[config.mk]
export PLATFORM = sky130hd
export DESIGN_NAME = yay0_packer
export DESIGN_NICKNAME = d
export VERILOG_FILES = /design/src/rtl/yay0_pkg.sv /design/src/rtl/yay0_packer.sv
export SDC_FILE = /design/constraint.sdc
export NUM_CORES = 1
export LEC_CHECK = 0
export ABC_AREA = 1
export BUFFER_PORTS_ARGS = -buffer_cell sky130_fd_sc_hd__buf_2
export CORE_MARGIN = 2
export CORE_UTILIZATION = 34
export CTS_CLUSTER_SIZE = 12
export DETAILED_ROUTE_END_ITERATION = 6
export PLACE_DENSITY = 0.58
export SLEW_MARGIN = 25
export SYNTH_ARGS = -nofsm -noshare
export SYNTH_HDL_FRONTEND = slang
export SYNTH_SLANG_ARGS = --single-unit
[constraint.sdc]
create_clock -name clk -period 6.42 [get_ports clk]
set_clock_uncertainty 0.2 [all_clocks]
set_input_delay 0.642 -clock clk [delete_from_list [all_inputs] [get_ports clk]]
set_output_delay 0.642 -clock clk [all_outputs]
set_load 0.02 [all_outputs]
[src/rtl/yay0_pkg.sv]
// Shared types and constants for the Yay0 LZ decompressor.
// Used by yay0_ring, yay0_packer and yay0_lz_decompressor; no dependencies.
`timescale 1ns / 1ps

package yay0_pkg;

  localparam int WINDOW_BYTES         = 4096;
  localparam int RING_AW              = $clog2(WINDOW_BYTES);
  localparam int COUNT_W              = 25;
  localparam int SIZE_W               = 24;
  localparam int LEN_W                = 9;
  localparam int CODE_SHIFT           = 12;
  localparam int BYTES_PER_RESULT_DEF = 8;
  localparam int CFG_AW               = 3;

  localparam logic [LEN_W-1:0]  LONG_BIAS  = 9'd18;
  localparam logic [LEN_W-1:0]  SHORT_BIAS = 9'd2;
  localparam logic [SIZE_W-1:0] SIZE_RESET = 24'd1;

  // Register index as decoded from paddr[2].
  localparam logic REG_DECODED_SIZE = 1'b0;

  typedef struct packed {
    logic        is_literal;
    logic [7:0]  literal_byte;
    logic [15:0] link_word;
    logic [7:0]  extra_count;
  } in_item_t;

  typedef struct packed {
    logic [63:0] out_bytes;
    logic [3:0]  byte_count;
    logic        token_last;
    logic        done_res;
  } out_item_t;

  // One decoded byte handed from the control logic to the packer.
  typedef struct packed {
    logic       vld;
    logic [7:0] data;
    logic       last;
    logic       done;
  } pack_req_t;

endpackage

[src/rtl/yay0_packer.sv]
// Output packer: gathers decoded bytes into results of up to BYTES_PER_RESULT
// bytes and holds each finished result in the output register. Uses yay0_pkg.
`timescale 1ns / 1ps

module yay0_packer import yay0_pkg::*; #(
  parameter int BYTES_PER_RESULT = BYTES_PER_RESULT_DEF
) (
  input  logic      clk,
  input  logic      rst_n,
  input  pack_req_t pk_req,
  output logic      pk_take,
  output logic      out_valid,
  input  logic      out_ready,
  output out_item_t out_data
);

  logic [63:0] pack_val_r;
  logic [3:0]  pack_cnt_r;
  logic        out_valid_r;
  out_item_t   out_data_r;

  logic [3:0]  cnt_inc;
  logic        flush;
  logic        out_free;
  logic [63:0] merged;

  assign cnt_inc  = pack_cnt_r + 4'd1;
  assign flush    = pk_req.vld && ((cnt_inc == 4'(BYTES_PER_RESULT)) || pk_req.last);
  assign out_free = !out_valid_r || out_ready;
  // A byte that closes a result can only go when the output register frees up.
  assign pk_take  = !flush || out_free;
  assign merged   = pack_val_r | ({56'd0, pk_req.data} << {pack_cnt_r[2:0], 3'b000});

  always_ff @(posedge clk) begin
    if (!rst_n) begin
      pack_val_r  <= '0;
      pack_cnt_r  <= '0;
      out_valid_r <= 1'b0;
    end else begin
      if (out_valid_r && out_ready) begin
        out_valid_r <= 1'b0;
      end
      if (pk_req.vld && pk_take) begin
        if (flush) begin
          out_valid_r <= 1'b1;
          pack_val_r  <= '0;
          pack_cnt_r  <= '0;
        end else begin
          pack_val_r <= merged;
          pack_cnt_r <= cnt_inc;
        end
      end
    end
  end

  always_ff @(posedge clk) begin
    if (pk_req.vld && pk_take && flush) begin
      out_data_r.out_bytes  <= merged;
      out_data_r.byte_count <= cnt_inc;
      out_data_r.token_last <= pk_req.last;
      out_data_r.done_res   <= pk_req.done;
    end
  end

  assign out_valid = out_valid_r;
  assign out_data  = out_data_r;

endmodule

==> run summary <==
Post-CTS Hold Buffers: 0
Syn Std Cell Area: 5528 um^2
DP HPWL: 8095 um
Synth top area share: 38.03%
status: complete, no violations
Area after DPL: 6086 um^2
via count: 4072
Remaining Overflow, GRT: 0
Worst setup SP type: flip-flop
setup repair bufs after CTS: 0
Setup TNS Final: 0 ps
ant diodes: 0
Final nets: 594
Synth Area in Compound Gates: 16.21%
area share of xor/xnor cells in the synthesized design: 0%
Synth top cells by count: nand3_1 (84), nand2_1 (71), edfxtp_1 (70), dfxtp_1 (69), o21bai_1 (64)
DIE AREA: 17290 um^2
multiplexer share of the synthesized area: 0%
setup violators final: 0
Slew Limit Fails: 0
largest family of logic cells by synthesized area: compound AO/OA/AOI/OAI gates
clock-pin slew on the worst setup and hold paths: 50 ps
CP peak stage delay: 600 ps
Synth area leaders: edfxtp_1 (38%), dfxtp_1 (25%), o21bai_1 (8.7%)
Max VDD drop: 0.1765 mV
Buf/Inv on CP: 2
CTS tree: built
Synth cell types: 21
critical path required time: 6290 ps
GRT Resource Usage Total: 15.42%
area grow syn2layout: 19.67%
Vias/cell: 5.046
largest net degree at the start of global routing: 72
Cells after Synth: 508
DRT Wirelength: 13130 um
PostCTS Resize Cnt: 0
fin area: 6615 um^2
CTS HTree Levels: 4
IO Port Bufs: 85
Hold WC Path Type: input port to flip-flop
Yosys top cell by area: edfxtp_1
Post-synth EDFFs: 70
RSZ-0062 raised after global routing: false
share of cells above drive strength 1: 27.92%
CTS Buf Count: 17
Highest Clock Rate: 363.5 MHz
syn_area_per_cell: 10.88 um^2
Max-Cap Viols: 0
Slowest-stage cell, CP: dfxtp_1
Remaining DRCs: 0
Core Area: 15890 um^2
initial antenna violation count: 0
Final Hold Fails: 0
Final Power: 0.001986 W
Power per Cell Area: 300.2 nW/um^2
ys async rst share: 0%
vias in the first global route: 4031
Initial Util: 34.80%
Final Util: 41.64%
post-synthesis adder-cell area fraction: 0.2263%
wire length per cell: 16.27 um
CTS root buf: clkbuf_16
Fill cells: 1550
Sink Count: 139
count leader, synth: nand3_1
Final Cycle Share: 42.85%
first-pass GRT wire length: 21120 um
Seq cells post-synth: 139
Synth Area in Simple Gates: 16.03%
Critical Path Sink Type: flip-flop
Main synth FF type: edfxtp_1
Cell Rows: 46
Iter 0 DRT Violations: 365
Setup CP Type: flip-flop to flip-flop
post-synthesis sequential area ratio: 63.01%
Tmin final: 2751 ps
Slew headroom: 41.93%
Clock Latency Late Sink: 400 ps
Synth Net Count: 523
critical-path cell list: ha_1, nand2_1, inv_1, nand2_1, nand2_2, nand2_2, nor2_4, buf_4
Least-Margin Pin Slew: 871.0 ps
crit-path max FO: 29
maximum root-to-sink buffer count: 2
die width: 131.5 um
I/O pin total: 86
CP Data Arrival Time: 2620 ps
static leakage: 2.323 nW
Finished Layout Cells: 807
cell family with most CP delay: simple AND/OR/NAND/NOR gates
dpl cells: 776
Ys Warns: 0
Initial DRT Pass Iterations: 7
die height: 131.5 um
gp weighted congestion: 0.7181
Antenna Nets Post-Route: 0
sequential cells by signal, summed over array words and instances, names as in the netlist:
| name | cells |
|---|---|
| out_valid | 1 |
| out_data | 70 |
| pack_val_r | 64 |
| pack_cnt_r | 4 |
cell type report:
class	instances	area [um^2]	share of cell area (%)
repair buffers	91	490.5	7.414
well taps	216	270.3	4.085
clock inverters	8	71.32	1.078
inverters	10	37.54	0.5674
flip-flops and latches	139	3483	52.66
clock buffers	23	457.9	6.923
multi-input cells	320	1804	27.27
worst reg2reg max path: stages, from the launching register on:
cell     delay [ps]
dfxtp_1         600
ha_1            260
nand2_1          60
inv_1            90
nand2_1          90
nand2_2         100
nand2_2          80
nor2_4          480
buf_4           440
per-stage QoR:
step	setup slack, ps	hold slack, ps
detailed placement	3413	249.4
finish	3669	212.4
global placement	2984	244.0
global route	3427	206.6
floorplan	1649	235.7
CTS	3637	204.6
cells by family after synthesis:
family | Yosys count
simple gates | 187
fa+ha+maj | 1
buf+inv | 49
flops | 139
compound gates | 132
cells in the final DEF (no fill, tap or decap), drive strengths merged:
cell type	count
a21oi	68
o21bai	64
ha	1
nand4	1
buf	91
nor2	7
nand2	94
clkbuf	23
bufinv	1
clkinv	6
nand3	85
inv	10
edfxtp	70
dfxtp	69
clkinvlp	1
report_power, final:
group | leakage (nW) | internal (W) | switching (W)
logic | 0.823 | 0.0000354 | 0.000104
registers | 1.24 | 0.000959 | 0.00000973
clock network | 0.261 | 0.000537 | 0.000341
path summary, 6_finish.rpt:
path / startpoint / end / slack (ps) / cells past startpoint
min reg2reg: pack_val_r[33] / pack_val_r[33] / 260 / 2
max: pack_cnt_r[1] / out_data[20] / 3670 / 8
max reg2reg: pack_cnt_r[1] / out_data[20] / 3670 / 8
min: pk_req[0] / out_data[0] / 210 / 1
layer usage:
| layer | global-route usage [%] | wire length (um) |
|---|---|---|
| met1 | 20.49 | 5918 |
| met2 | 24.55 | 6219 |
| met3 | 3.511 | 813 |
| met4 | 5.857 | 180 |
| met5 | 0 | 0 |
(Power assumes the default switching activity.)
